[src/srec_pkg.sv]
// -----------------------------------------------------------------------------
// srec_pkg
// Shared types, character codes and helpers for the S-record parser.
// -----------------------------------------------------------------------------
`default_nettype none

package srec_pkg;

   localparam int QUEUE_DEPTH = 4;

   localparam logic [7:0] CHAR_S       = 8'h53;
   localparam logic [7:0] CHAR_NEWLINE = 8'h0A;
   localparam logic [7:0] CHAR_ZERO    = 8'h30;
   localparam logic [7:0] CHAR_NINE    = 8'h39;
   localparam logic [7:0] CHAR_UPPER_A = 8'h41;
   localparam logic [7:0] CHAR_UPPER_F = 8'h46;
   localparam logic [7:0] CHAR_LOWER_A = 8'h61;
   localparam logic [7:0] CHAR_LOWER_F = 8'h66;
   localparam logic [7:0] BYTE_ONES    = 8'hFF;

   typedef enum logic [1:0] {
      KIND_WRITE   = 2'd0,
      KIND_GOOD    = 2'd1,
      KIND_ERROR   = 2'd2,
      KIND_SUMMARY = 2'd3
   } kind_type;

   // classified character handed from front to back
   typedef struct packed {
      logic       eof;
      logic       is_s;
      logic       is_newline;
      logic       is_hex;
      logic [3:0] hex_value;
      logic [1:0] rec_size;    // 1..3 for record types S1..S3, else 0
   } token_type;

   typedef struct packed {
      logic stopped;
      logic at_line_start;
   } back_status_type;

   function automatic logic [4:0] hex_decode(input logic [7:0] c);
      logic [7:0] d;
      d = 8'd0;
      if (c >= CHAR_ZERO && c <= CHAR_NINE) begin
         d = c - CHAR_ZERO;
         return {1'b1, d[3:0]};
      end else if (c >= CHAR_UPPER_A && c <= CHAR_UPPER_F) begin
         d = c - CHAR_UPPER_A + 8'd10;
         return {1'b1, d[3:0]};
      end else if (c >= CHAR_LOWER_A && c <= CHAR_LOWER_F) begin
         d = c - CHAR_LOWER_A + 8'd10;
         return {1'b1, d[3:0]};
      end
      return 5'd0;
   endfunction

endpackage

`default_nettype wire

[src/srec_if.sv]
// -----------------------------------------------------------------------------
// srec_if
// Valid/ready channels for the character stream and the parser results.
// -----------------------------------------------------------------------------
`default_nettype none

interface srec_req_if;
   logic       valid;
   logic       ready;
   logic [7:0] char_code;
   logic       end_of_file;

   modport source (output valid, output char_code, output end_of_file, input ready);
   modport sink   (input valid, input char_code, input end_of_file, output ready);
endinterface

interface srec_rsp_if;
   logic        valid;
   logic        ready;
   logic [1:0]  kind;
   logic [31:0] write_address;
   logic [7:0]  write_data;
   logic [31:0] min_address;
   logic [31:0] max_address;
   logic        range_seen;
   logic        failed;

   modport source (output valid, output kind, output write_address, output write_data,
                   output min_address, output max_address, output range_seen,
                   output failed, input ready);
   modport sink   (input valid, input kind, input write_address, input write_data,
                   input min_address, input max_address, input range_seen,
                   input failed, output ready);
endinterface

`default_nettype wire

[src/srec_front.sv]
// -----------------------------------------------------------------------------
// srec_front
// Accepts characters and classifies them into tokens for the queue.
// -----------------------------------------------------------------------------
`default_nettype none

module srec_front (
   srec_req_if.sink                req_chan,
   input  wire logic               queue_full,
   output srec_pkg::token_type     push_token,
   output logic                    push_valid
);

   logic [4:0] hex_info;

   always_comb begin
      hex_info               = srec_pkg::hex_decode(req_chan.char_code);
      push_token.eof         = req_chan.end_of_file;
      push_token.is_s        = (req_chan.char_code == srec_pkg::CHAR_S);
      push_token.is_newline  = (req_chan.char_code == srec_pkg::CHAR_NEWLINE);
      push_token.is_hex      = hex_info[4];
      push_token.hex_value   = hex_info[3:0];
      push_token.rec_size    = 2'd0;
      if (hex_info[4] && hex_info[3:0] >= 4'd1 && hex_info[3:0] <= 4'd3
          && req_chan.char_code <= srec_pkg::CHAR_NINE) begin
         push_token.rec_size = hex_info[1:0];
      end
   end

   assign req_chan.ready = !queue_full;
   assign push_valid     = req_chan.valid && !queue_full;

endmodule

`default_nettype wire

[src/srec_queue.sv]
// -----------------------------------------------------------------------------
// srec_queue
// Small token queue between the front and back parts.
// -----------------------------------------------------------------------------
`default_nettype none

module srec_queue #(
   parameter int Depth = srec_pkg::QUEUE_DEPTH
) (
   input  wire logic                            clock,
   input  wire logic                            reset,
   input  wire logic                            push,
   input  wire srec_pkg::token_type             push_token,
   input  wire logic                            pop,
   output srec_pkg::token_type                  head_token,
   output logic                                 full,
   output logic                                 not_empty,
   output logic [$clog2(Depth + 1) - 1:0]       level
);

   localparam int PtrW = (Depth > 1) ? $clog2(Depth) : 1;
   localparam int LvlW = $clog2(Depth + 1);

   srec_pkg::token_type entry_ff [Depth];
   logic [PtrW - 1:0]   wr_ptr_ff, wr_ptr_in;
   logic [PtrW - 1:0]   rd_ptr_ff, rd_ptr_in;
   logic [LvlW - 1:0]   count_ff, count_in;

   function automatic logic [PtrW - 1:0] bump(input logic [PtrW - 1:0] p);
      return (p == PtrW'(Depth - 1)) ? '0 : p + 1'b1;
   endfunction

   assign full       = (count_ff == LvlW'(Depth));
   assign not_empty  = (count_ff != '0);
   assign head_token = entry_ff[rd_ptr_ff];
   assign level      = count_ff;

   always_comb begin
      wr_ptr_in = push ? bump(wr_ptr_ff) : wr_ptr_ff;
      rd_ptr_in = pop ? bump(rd_ptr_ff) : rd_ptr_ff;
      count_in  = count_ff;
      if (push && !pop) begin
         count_in = count_ff + 1'b1;
      end else if (pop && !push) begin
         count_in = count_ff - 1'b1;
      end
   end

   always_ff @(posedge clock) begin
      if (reset) begin
         wr_ptr_ff <= '0;
         rd_ptr_ff <= '0;
         count_ff  <= '0;
      end else begin
         wr_ptr_ff <= wr_ptr_in;
         rd_ptr_ff <= rd_ptr_in;
         count_ff  <= count_in;
      end
      if (push) begin
         entry_ff[wr_ptr_ff] <= push_token;
      end
   end

endmodule

`default_nettype wire

[src/srec_back.sv]
// -----------------------------------------------------------------------------
// srec_back
// Record state machine: fields, writes, checksum, range and result register.
// -----------------------------------------------------------------------------
`default_nettype none

module srec_back (
   input  wire logic                 clock,
   input  wire logic                 reset,
   input  wire logic                 tok_valid,
   input  wire srec_pkg::token_type  tok,
   output logic                      tok_pop,
   output srec_pkg::back_status_type status,
   srec_rsp_if.source                rsp_chan
);

   typedef enum logic [2:0] {
      PH_LINE, PH_TYPE, PH_COUNT, PH_ADDR, PH_DATA, PH_CSUM, PH_SKIP
   } phase_type;

   phase_type   phase_ff, phase_in;
   logic [1:0]  addr_size_ff, addr_size_in;
   logic [3:0]  digit_count_ff, digit_count_in;
   logic [31:0] accum_ff, accum_in;
   logic [31:0] cur_address_ff, cur_address_in;
   logic [7:0]  bytes_left_ff, bytes_left_in;
   logic [7:0]  sum_ff, sum_in;
   logic [31:0] range_low_ff, range_low_in;
   logic [31:0] range_high_ff, range_high_in;
   logic        any_range_ff, any_range_in;
   logic        stopped_ff, stopped_in;

   logic        out_valid_ff, out_valid_in;
   logic [1:0]  out_kind_ff, out_kind_in;
   logic [31:0] out_waddr_ff, out_waddr_in;
   logic [7:0]  out_wdata_ff, out_wdata_in;
   logic [31:0] out_low_ff, out_low_in;
   logic [31:0] out_high_ff, out_high_in;
   logic        out_seen_ff, out_seen_in;
   logic        out_failed_ff, out_failed_in;

   logic        advance;
   logic [31:0] acc_new;
   logic [3:0]  cnt_new;
   logic [2:0]  abytes;
   logic [3:0]  need;
   logic [7:0]  byte_new;
   logic [31:0] last_addr;

   assign advance = !out_valid_ff || rsp_chan.ready;
   assign tok_pop = tok_valid && advance;

   always_comb begin
      phase_in       = phase_ff;
      addr_size_in   = addr_size_ff;
      digit_count_in = digit_count_ff;
      accum_in       = accum_ff;
      cur_address_in = cur_address_ff;
      bytes_left_in  = bytes_left_ff;
      sum_in         = sum_ff;
      range_low_in   = range_low_ff;
      range_high_in  = range_high_ff;
      any_range_in   = any_range_ff;
      stopped_in     = stopped_ff;

      out_valid_in   = out_valid_ff && !rsp_chan.ready;
      out_kind_in    = out_kind_ff;
      out_waddr_in   = out_waddr_ff;
      out_wdata_in   = out_wdata_ff;
      out_low_in     = out_low_ff;
      out_high_in    = out_high_ff;
      out_seen_in    = out_seen_ff;
      out_failed_in  = out_failed_ff;

      acc_new   = {accum_ff[27:0], tok.hex_value};
      cnt_new   = digit_count_ff + 4'd1;
      abytes    = {1'b0, addr_size_ff} + 3'd1;
      need      = (phase_ff == PH_ADDR) ? {abytes, 1'b0} : 4'd2;
      byte_new  = acc_new[7:0];
      last_addr = acc_new + {24'd0, bytes_left_ff - 8'd1};

      if (tok_pop) begin
         if (tok.eof) begin
            out_valid_in   = 1'b1;
            out_kind_in    = srec_pkg::KIND_SUMMARY;
            out_waddr_in   = '0;
            out_wdata_in   = '0;
            out_low_in     = range_low_ff;
            out_high_in    = range_high_ff;
            out_seen_in    = any_range_ff;
            out_failed_in  = stopped_ff;
            phase_in       = PH_LINE;
            addr_size_in   = '0;
            digit_count_in = '0;
            accum_in       = '0;
            cur_address_in = '0;
            bytes_left_in  = '0;
            sum_in         = '0;
            range_low_in   = '0;
            range_high_in  = '0;
            any_range_in   = 1'b0;
            stopped_in     = 1'b0;
         end else if (!stopped_ff) begin
            unique case (phase_ff) inside
               PH_LINE: begin
                  if (tok.is_s) begin
                     phase_in = PH_TYPE;
                  end else if (!tok.is_newline) begin
                     phase_in = PH_SKIP;
                  end
               end
               PH_TYPE: begin
                  if (tok.rec_size != 2'd0) begin
                     addr_size_in   = tok.rec_size;
                     sum_in         = '0;
                     digit_count_in = '0;
                     accum_in       = '0;
                     phase_in       = PH_COUNT;
                  end else if (tok.is_newline) begin
                     phase_in = PH_LINE;
                  end else begin
                     phase_in = PH_SKIP;
                  end
               end
               PH_SKIP: begin
                  if (tok.is_newline) begin
                     phase_in = PH_LINE;
                  end
               end
               PH_COUNT, PH_ADDR, PH_DATA, PH_CSUM: begin
                  if (!tok.is_hex) begin
                     stopped_in    = 1'b1;
                     out_valid_in  = 1'b1;
                     out_kind_in   = srec_pkg::KIND_ERROR;
                     out_waddr_in  = '0;
                     out_wdata_in  = '0;
                     out_low_in    = '0;
                     out_high_in   = '0;
                     out_seen_in   = 1'b0;
                     out_failed_in = 1'b1;
                  end else begin
                     accum_in       = acc_new;
                     digit_count_in = cnt_new;
                     // each completed byte before the checksum byte joins the checksum
                     if (!cnt_new[0] && phase_ff != PH_CSUM) begin
                        sum_in = sum_ff + byte_new;
                     end
                     if (cnt_new >= need) begin
                        digit_count_in = '0;
                        accum_in       = '0;
                        unique case (phase_ff)
                           PH_COUNT: begin
                              bytes_left_in = (byte_new >= {5'd0, abytes} + 8'd1)
                                            ? byte_new - {5'd0, abytes} - 8'd1 : 8'd0;
                              phase_in      = PH_ADDR;
                           end
                           PH_ADDR: begin
                              cur_address_in = acc_new;
                              if (bytes_left_ff != 8'd0) begin
                                 if (!any_range_ff) begin
                                    range_low_in  = acc_new;
                                    range_high_in = last_addr;
                                    any_range_in  = 1'b1;
                                 end else begin
                                    if (acc_new < range_low_ff) begin
                                       range_low_in = acc_new;
                                    end
                                    if (last_addr > range_high_ff) begin
                                       range_high_in = last_addr;
                                    end
                                 end
                                 phase_in = PH_DATA;
                              end else begin
                                 phase_in = PH_CSUM;
                              end
                           end
                           PH_DATA: begin
                              out_valid_in   = 1'b1;
                              out_kind_in    = srec_pkg::KIND_WRITE;
                              out_waddr_in   = cur_address_ff;
                              out_wdata_in   = byte_new;
                              out_low_in     = '0;
                              out_high_in    = '0;
                              out_seen_in    = 1'b0;
                              out_failed_in  = 1'b0;
                              cur_address_in = cur_address_ff + 32'd1;
                              bytes_left_in  = bytes_left_ff - 8'd1;
                              phase_in = (bytes_left_ff == 8'd1) ? PH_CSUM : PH_DATA;
                           end
                           default: begin
                              out_valid_in  = 1'b1;
                              out_waddr_in  = '0;
                              out_wdata_in  = '0;
                              out_low_in    = '0;
                              out_high_in   = '0;
                              out_seen_in   = 1'b0;
                              if (byte_new == (sum_ff ^ srec_pkg::BYTE_ONES)) begin
                                 out_kind_in   = srec_pkg::KIND_GOOD;
                                 out_failed_in = 1'b0;
                                 phase_in      = PH_SKIP;
                              end else begin
                                 out_kind_in    = srec_pkg::KIND_ERROR;
                                 out_failed_in  = 1'b1;
                                 stopped_in     = 1'b1;
                                 digit_count_in = cnt_new;
                                 accum_in       = acc_new;
                              end
                           end
                        endcase
                     end
                  end
               end
               default: phase_in = PH_LINE;
            endcase
         end
      end
   end

   always_ff @(posedge clock) begin
      if (reset) begin
         phase_ff       <= PH_LINE;
         addr_size_ff   <= '0;
         digit_count_ff <= '0;
         accum_ff       <= '0;
         cur_address_ff <= '0;
         bytes_left_ff  <= '0;
         sum_ff         <= '0;
         range_low_ff   <= '0;
         range_high_ff  <= '0;
         any_range_ff   <= 1'b0;
         stopped_ff     <= 1'b0;
         out_valid_ff   <= 1'b0;
      end else begin
         phase_ff       <= phase_in;
         addr_size_ff   <= addr_size_in;
         digit_count_ff <= digit_count_in;
         accum_ff       <= accum_in;
         cur_address_ff <= cur_address_in;
         bytes_left_ff  <= bytes_left_in;
         sum_ff         <= sum_in;
         range_low_ff   <= range_low_in;
         range_high_ff  <= range_high_in;
         any_range_ff   <= any_range_in;
         stopped_ff     <= stopped_in;
         out_valid_ff   <= out_valid_in;
      end
      out_kind_ff   <= out_kind_in;
      out_waddr_ff  <= out_waddr_in;
      out_wdata_ff  <= out_wdata_in;
      out_low_ff    <= out_low_in;
      out_high_ff   <= out_high_in;
      out_seen_ff   <= out_seen_in;
      out_failed_ff <= out_failed_in;
   end

   assign status.stopped       = stopped_ff;
   assign status.at_line_start = (phase_ff == PH_LINE);

   assign rsp_chan.valid         = out_valid_ff;
   assign rsp_chan.kind          = out_kind_ff;
   assign rsp_chan.write_address = out_waddr_ff;
   assign rsp_chan.write_data    = out_wdata_ff;
   assign rsp_chan.min_address   = out_low_ff;
   assign rsp_chan.max_address   = out_high_ff;
   assign rsp_chan.range_seen    = out_seen_ff;
   assign rsp_chan.failed        = out_failed_ff;

endmodule

`default_nettype wire

[src/srec_record_parser_core.sv]
// -----------------------------------------------------------------------------
// srec_record_parser_core
// S-record text parser: emits memory writes, record status and a range summary.
//
//   channel    dir   transfer carries
//   req_chan   in    char_code, end_of_file
//   rsp_chan   out   kind, write_address, write_data, min/max_address,
//                    range_seen, failed
//
// one character per cycle while no result stalls; a result passes through the
// queue, then the state machine into the result register
// synchronous reset returns the parser to line start with an empty range
// a stalled result holds the state machine; the queue keeps taking
// characters until it holds QueueDepth tokens
// -----------------------------------------------------------------------------
`default_nettype none

module srec_record_parser_core #(
   parameter int QueueDepth = srec_pkg::QUEUE_DEPTH
) (
   input  wire logic  clock,
   input  wire logic  reset,
   srec_req_if.sink   req_chan,
   srec_rsp_if.source rsp_chan
);

   localparam int LvlW = $clog2(QueueDepth + 1);

   srec_pkg::token_type       push_token;
   srec_pkg::token_type       head_token;
   srec_pkg::back_status_type status;
   logic                      push_valid;
   logic                      queue_full;
   logic                      queue_not_empty;
   logic                      tok_pop;
   logic [LvlW - 1:0]         queue_level;

   srec_front u_front (
      .req_chan   (req_chan),
      .queue_full (queue_full),
      .push_token (push_token),
      .push_valid (push_valid)
   );

   srec_queue #(
      .Depth (QueueDepth)
   ) u_queue (
      .clock      (clock),
      .reset      (reset),
      .push       (push_valid),
      .push_token (push_token),
      .pop        (tok_pop),
      .head_token (head_token),
      .full       (queue_full),
      .not_empty  (queue_not_empty),
      .level      (queue_level)
   );

   srec_back u_back (
      .clock     (clock),
      .reset     (reset),
      .tok_valid (queue_not_empty),
      .tok       (head_token),
      .tok_pop   (tok_pop),
      .status    (status),
      .rsp_chan  (rsp_chan)
   );

   a_queue_bound : assert property (@(posedge clock) disable iff (reset)
      queue_level <= LvlW'(QueueDepth))
      else $error("token queue over capacity");

   a_queue_count : assert property (@(posedge clock) disable iff (reset)
      (push_valid && !tok_pop) |=> (queue_level == $past(queue_level) + 1'b1))
      else $error("queue level did not track a push");

   a_eof_restart : assert property (@(posedge clock) disable iff (reset)
      (tok_pop && head_token.eof) |=>
         (!status.stopped && status.at_line_start && rsp_chan.valid))
      else $error("end of file did not restart the parser");

endmodule

`default_nettype wire
[src/flat_wrapper.sv]
// flat-port wrapper written by rule: the top's interface ports become plain ports
module srec_record_parser_core_flat 
#(
   parameter int QueueDepth = srec_pkg::QUEUE_DEPTH
)
  (clock, reset, req_chan_valid, req_chan_char_code, req_chan_end_of_file, req_chan_ready, rsp_chan_valid, rsp_chan_kind, rsp_chan_write_address, rsp_chan_write_data, rsp_chan_min_address, rsp_chan_max_address, rsp_chan_range_seen, rsp_chan_failed, rsp_chan_ready);
  srec_req_if req_chan_i ();
  srec_rsp_if rsp_chan_i ();
  input  wire logic clock;
  input  wire logic reset;
  input wire logic [$bits(req_chan_i.valid)-1:0] req_chan_valid;
  input wire logic [$bits(req_chan_i.char_code)-1:0] req_chan_char_code;
  input wire logic [$bits(req_chan_i.end_of_file)-1:0] req_chan_end_of_file;
  output wire logic [$bits(req_chan_i.ready)-1:0] req_chan_ready;
  output wire logic [$bits(rsp_chan_i.valid)-1:0] rsp_chan_valid;
  output wire logic [$bits(rsp_chan_i.kind)-1:0] rsp_chan_kind;
  output wire logic [$bits(rsp_chan_i.write_address)-1:0] rsp_chan_write_address;
  output wire logic [$bits(rsp_chan_i.write_data)-1:0] rsp_chan_write_data;
  output wire logic [$bits(rsp_chan_i.min_address)-1:0] rsp_chan_min_address;
  output wire logic [$bits(rsp_chan_i.max_address)-1:0] rsp_chan_max_address;
  output wire logic [$bits(rsp_chan_i.range_seen)-1:0] rsp_chan_range_seen;
  output wire logic [$bits(rsp_chan_i.failed)-1:0] rsp_chan_failed;
  input wire logic [$bits(rsp_chan_i.ready)-1:0] rsp_chan_ready;
  assign req_chan_i.valid = req_chan_valid;
  assign req_chan_i.char_code = req_chan_char_code;
  assign req_chan_i.end_of_file = req_chan_end_of_file;
  assign req_chan_ready = req_chan_i.ready;
  assign rsp_chan_valid = rsp_chan_i.valid;
  assign rsp_chan_kind = rsp_chan_i.kind;
  assign rsp_chan_write_address = rsp_chan_i.write_address;
  assign rsp_chan_write_data = rsp_chan_i.write_data;
  assign rsp_chan_min_address = rsp_chan_i.min_address;
  assign rsp_chan_max_address = rsp_chan_i.max_address;
  assign rsp_chan_range_seen = rsp_chan_i.range_seen;
  assign rsp_chan_failed = rsp_chan_i.failed;
  assign rsp_chan_i.ready = rsp_chan_ready;
  srec_record_parser_core #(.QueueDepth(QueueDepth)) u_core (.clock(clock), .reset(reset), .req_chan(req_chan_i), .rsp_chan(rsp_chan_i));
endmodule
[config.mk]
export PLATFORM = sky130hd
export DESIGN_NAME = srec_record_parser_core_flat
export DESIGN_NICKNAME = d
export VERILOG_FILES = /design/src/srec_pkg.sv /design/src/srec_if.sv /design/src/srec_front.sv /design/src/srec_queue.sv /design/src/srec_back.sv /design/src/srec_record_parser_core.sv /design/src/flat_wrapper.sv
export SDC_FILE = /design/constraint.sdc
export NUM_CORES = 1
export LEC_CHECK = 0
export BUFFER_PORTS_ARGS = -buffer_cell sky130_fd_sc_hd__buf_4
export CORE_UTILIZATION = 55
export DETAILED_ROUTE_END_ITERATION = 8
export GPL_ROUTABILITY_DRIVEN = 0
export HOLD_SLACK_MARGIN = 0.05
export MAX_ROUTING_LAYER = met4
export PLACE_DENSITY = 0.84
export REMOVE_ABC_BUFFERS = 1
export SETUP_SLACK_MARGIN = 0.5
export SLEW_MARGIN = 20
export SYNTH_ARGS = -nofsm -noshare
export SYNTH_HDL_FRONTEND = slang
export SYNTH_SLANG_ARGS = --single-unit
[constraint.sdc]
create_clock -name clock -period 10.13 [get_ports clock]
set_clock_uncertainty 0.15 [all_clocks]
set_input_delay 0 -clock clock [delete_from_list [all_inputs] [get_ports clock]]
set_output_delay 0 -clock clock [all_outputs]
set_load 0.02 [all_outputs]
==> summary.md <==
| Metric | Value |
|---|---|
| Startpoint Class | `register` |
| Count of state elements after synthesis | `309` |
| Die Ht | `about 170 um` |
| Vias in the first global route | `12,347` |
| Final Slew Violations | `0` |
| Via/cell ratio | `between 6 and 7` |
| Gate Count Post-Synth | `between 1,500 and 2,000` |
| First-pass GRT wire length | `between 60,000 and 70,000 um` |
| Area growth, synth to finish | `14.9%` |
| Initial core utilization | `a little under three fifths` |
| Setup crit end kind | `register` |
| Slowest cell on the critical path | `dfxtp_1` |
| Number of hold violations in the final report | `0` |
| Netlist Area Pre-Place | `about 16,000 um^2` |
| Antenna violations before repair | `0` |
| Via count | `approximately 13,000` |
| Wl on met1 | `15,400 um` |
| P_leak | `0.00693 uW` |
| Worst hold slack | `0.195 ns` |
| Max FO, Critical Path | `32` |
| H-tree depth | `1` |
| Syn avg cell area | `between 9 and 10 um^2` |
| Drt drc | `0` |
| Critical Path Max Stage Delay | `0.78 ns` |
| Worst path depth | `17` |
| Status | `finished clean` |
| Highest Signal Layer | `met4` |
| Count of cell types in the netlist | `79` |
| CTS buffer count | `31` |
| Peak supply drop | `~0.00017 V` |
| Worst-path clk slew | `0.07 ns` |
| Power Dens Cells | `312 nW/um^2` |
| Crit path DAT | `6.43 ns` |
| Worst Path Buf+Inv | `1` |
| EDFF count, synth | `between 100 and 150` |
| CP cell instances | `mux4_2, ha_1, o21ai_0, o21ai_0, a31oi_1, o21bai_1, nor3b_1, xnor2_1, inv_1, ha_1, nand4_1, nor4_1, nand2_1, o2111a_1, nand4_1, nand2_2, o2bb2ai_1` |
| Antenna viol nets, final | `0` |
| Met3 wire len | `approximately 3000 um` |
| Drt wl/cell | `18.6 um` |
| Fmax | `163 MHz` |
| Max-Cap Viols | `0` |
| Area of the die | `29,400 um^2` |
| Clock sink count | `just over 300` |
| Cell count of the worst reg-to-reg path | `17` |
| Worst setup path endpoint | `u_core.u_back.range_high_ff[27]` |
| CP required | `10.42 ns` |
| # setup viols final | `0` |
| Final WL | `39,300 um` |
| Crit path kind | `reg2reg` |
| Yosys warning total | `0` |
| PortBufs | `122` |
| Register-to-register setup slack | `between 3 and 4 ns` |
| WL met2 | `roughly 19,000 um` |
| Largest delay share family, worst path | `simple AND/OR/NAND/NOR gates` |
| RR Endpoint | `u_core.u_back.range_high_ff[27]` |
| Post-DP HPWL | `~27,000 um` |
| Sequential cell area | `approximately 7700 um^2` |
| Rows | `approximately 60` |
| Tcrit/Tclk final | `around three fifths` |
| Relative slew slack | `between 30 and 40%` |
| Register area share after synthesis | `roughly 49%` |
| Final min period | `approximately 6 ns` |
| Core Area | `between 20,000 and 30,000 um^2` |
| FFs w/ async S/R, synth | `0%` |
| DR pass1 iterations | `6` |
| Postcts setup bufs | `0` |
| Least-Margin Pin Slew | `~1.0 ns` |
| IO Count | `123` |
| Largest net degree at the start of global routing | `slightly above 80` |
| Layout cells sized above 1 | `between 10% and 20%` |
| ANT cells | `0` |
| Clock buffer depth | `3` |
| Core Util, Final | `about two thirds` |
| Layout Nets | `roughly 1,800` |
| Tot GR Track Use | `a little over a quarter` |
| Number of fill cells | `2,075` |
| Worst skew pair latency | `about 0.56 ns` |
| Worst hold path type | `in2reg` |
| Gr ovfl total | `0` |
| TritonCTS clock tree | `done` |
| Unrepaired setup endpoints after global routing | `false` |
| Top FF cell, synth | `dfxtp_1` |
| Number of DRC markers in iteration 0 | `between 1,000 and 1,500` |
| Clk Tree Root Cell | `clkbuf_16` |
| Die Width | `around 170 um` |
| Multi-input logic area | `7270 um^2` |
==> worst min-delay path by stage <==
stage	startpoint	to	slack (ns)	cells after the start
after floorplan	reset	u_core.u_back.accum_ff[0]	-0.08	1
after global placement	req_chan_end_of_file	u_core.u_queue.entry_ff[1][9]	0.06	1
after detailed placement	req_chan_end_of_file	u_core.u_queue.entry_ff[0][9]	0.06	1
after CTS	req_chan_char_code[5]	u_core.u_queue.entry_ff[1][8]	0.17	3
after global routing	req_chan_char_code[5]	u_core.u_queue.entry_ff[1][8]	0.20	3
final	req_chan_char_code[5]	u_core.u_queue.entry_ff[1][8]	0.20	3
==> per-stage QoR <==
step | setup WS (ns) | cell area, um^2 | power [uW] | cells | TNS [ns]
after floorplan | -0.685 | 15400 | 3640 | 1530 | -73.95
after detailed placement | 3.75 | 16900 | 4470 | 2044 | 0
after CTS | 3.75 | 18200 | 5650 | 2118 | 0
final | 3.99 | 18200 | 5670 | 2119 | 0
after global routing | 3.59 | 18200 | 5980 | 2119 | 0
after global placement | 3.89 | 16900 | 4390 | 2044 | 0
==> flip-flops by register name, indices dropped and copies added (netlist names), 3 cells and up, named ones only <==
signal                                count
u_core.u_queue.entry_ff                  40
u_core.u_back.cur_address_ff             32
u_core.u_back.range_high_ff              32
u_core.u_back.range_low_ff               32
u_core.u_back.rsp_chan.max_address       32
u_core.u_back.rsp_chan.min_address       32
u_core.u_back.rsp_chan.write_address     32
u_core.u_back.accum_ff                   28
u_core.u_back.bytes_left_ff               8
u_core.u_back.rsp_chan.write_data         8
u_core.u_back.sum_ff                      8
u_core.u_back.digit_count_ff              4
u_core.u_back.phase_ff                    3
u_core.u_queue.level                      3
==> worst register-to-register path, cell delays in order (launching register included) <==
cell and delay, ns:
dfxtp_1 0.78, mux4_2 0.76, ha_1 0.40, o21ai_0 0.11, o21ai_0 0.17, a31oi_1 0.14, o21bai_1 0.66, nor3b_1 0.31
xnor2_1 0.18, inv_1 0.07, ha_1 0.29, nand4_1 0.18, nor4_1 0.62, nand2_1 0.11, o2111a_1 0.27, nand4_1 0.12
nand2_2 0.41, o2bb2ai_1 0.29
==> kinds of logic after synthesis <==
kind of cell | synth area share [%]
buf+inv | 5.73
flops | 48.5
xor+xnor | 3.21
compound gates | 15.5
simple gates | 16.2
mux | 1.81
fa+ha+maj | 8.98
==> routing by layer <==
| layer | global-route usage, % | up-vias |
|---|---|---|
| met5 | - | - |
| met4 | 12.5 | 0 |
| met3 | 3.68 | 134 |
| met2 | 46.0 | 584 |
| met1 | 32.4 | 6120 |
| li1 | - | 6006 |
==> cell type report <==
class | count | share of cell area (%)
flip-flops and latches | 309 | 42.2
multi-input cells | 1085 | 40.0
repair buffers | 154 | 6.59
clock buffers | 39 | 4.60
inverters | 136 | 2.81
well taps | 378 | 2.60
clock inverters | 18 | 1.17
==> synth_stat cells (6+ instances only) <==
master     number  area, um^2
clkbuf_1       52         195
a22oi_1         7        52.6
xnor2_1        27         236
a21oi_1       123         616
o21ai_0        50         250
o32ai_1         9        78.8
nand3_1        73         365
edfxtp_1      148        4440
and3_1         15        93.8
o21a_1          9        67.6
and2_1         34         213
dfxtp_1       161        3220
inv_1         134         503
a211oi_1       13        97.6
o31ai_1         9        67.6
xor2_1         31         272
nand2b_1        6        37.5
nor3_1         52         260
o2bb2ai_1      34         298
nor2_1        131         492
nor4_1         12        75.1
a31oi_1         9        56.3
mux4_2         10         225
ha_1          107        1340
or3_1           6        37.5
a22o_1         34         298
nor2b_1         8        50.1
nand2_1       146         548
buf_1          11        41.3
a221oi_1        7        61.3
buf_2          16        80.1
nand4_1        30         188
==> report_power, final <==
group / internal [uW] / switching (uW)
Combinational: 911 / 1740
Sequential: 1690 / 159
Clock: 690 / 484
Total: 3290 / 2380
==> layout by cell type, fill, tap and decap left out, types with 7 or more instances in the layout <==
cell           count
ha_1             107
clkbuf_16         31
nand4_1           30
a31oi_1            9
xor2_1            31
a22oi_1            7
nand2_1          145
o2bb2ai_1         34
nor2b_1            8
inv_1            134
buf_4            136
edfxtp_1         148
dfxtp_1          161
nor3_1            51
a22o_1            34
a211oi_1          12
o21ai_0           50
o32ai_1            9
o21a_1             8
a221oi_1           7
and3_1            15
mux4_2            10
nor4_1            12
xnor2_1           27
dlygate4sd3_1     17
nor2_1           131
o31ai_1            9
nand3_1           72
a21oi_1          122
and2_1            34
==> what timing repair did <==
item,in CTS,in global routing
endpoints found under the hold margin,125,0
hold buffers,17,0
resized for setup,0,0
Power figures use the tool's default switching activity.
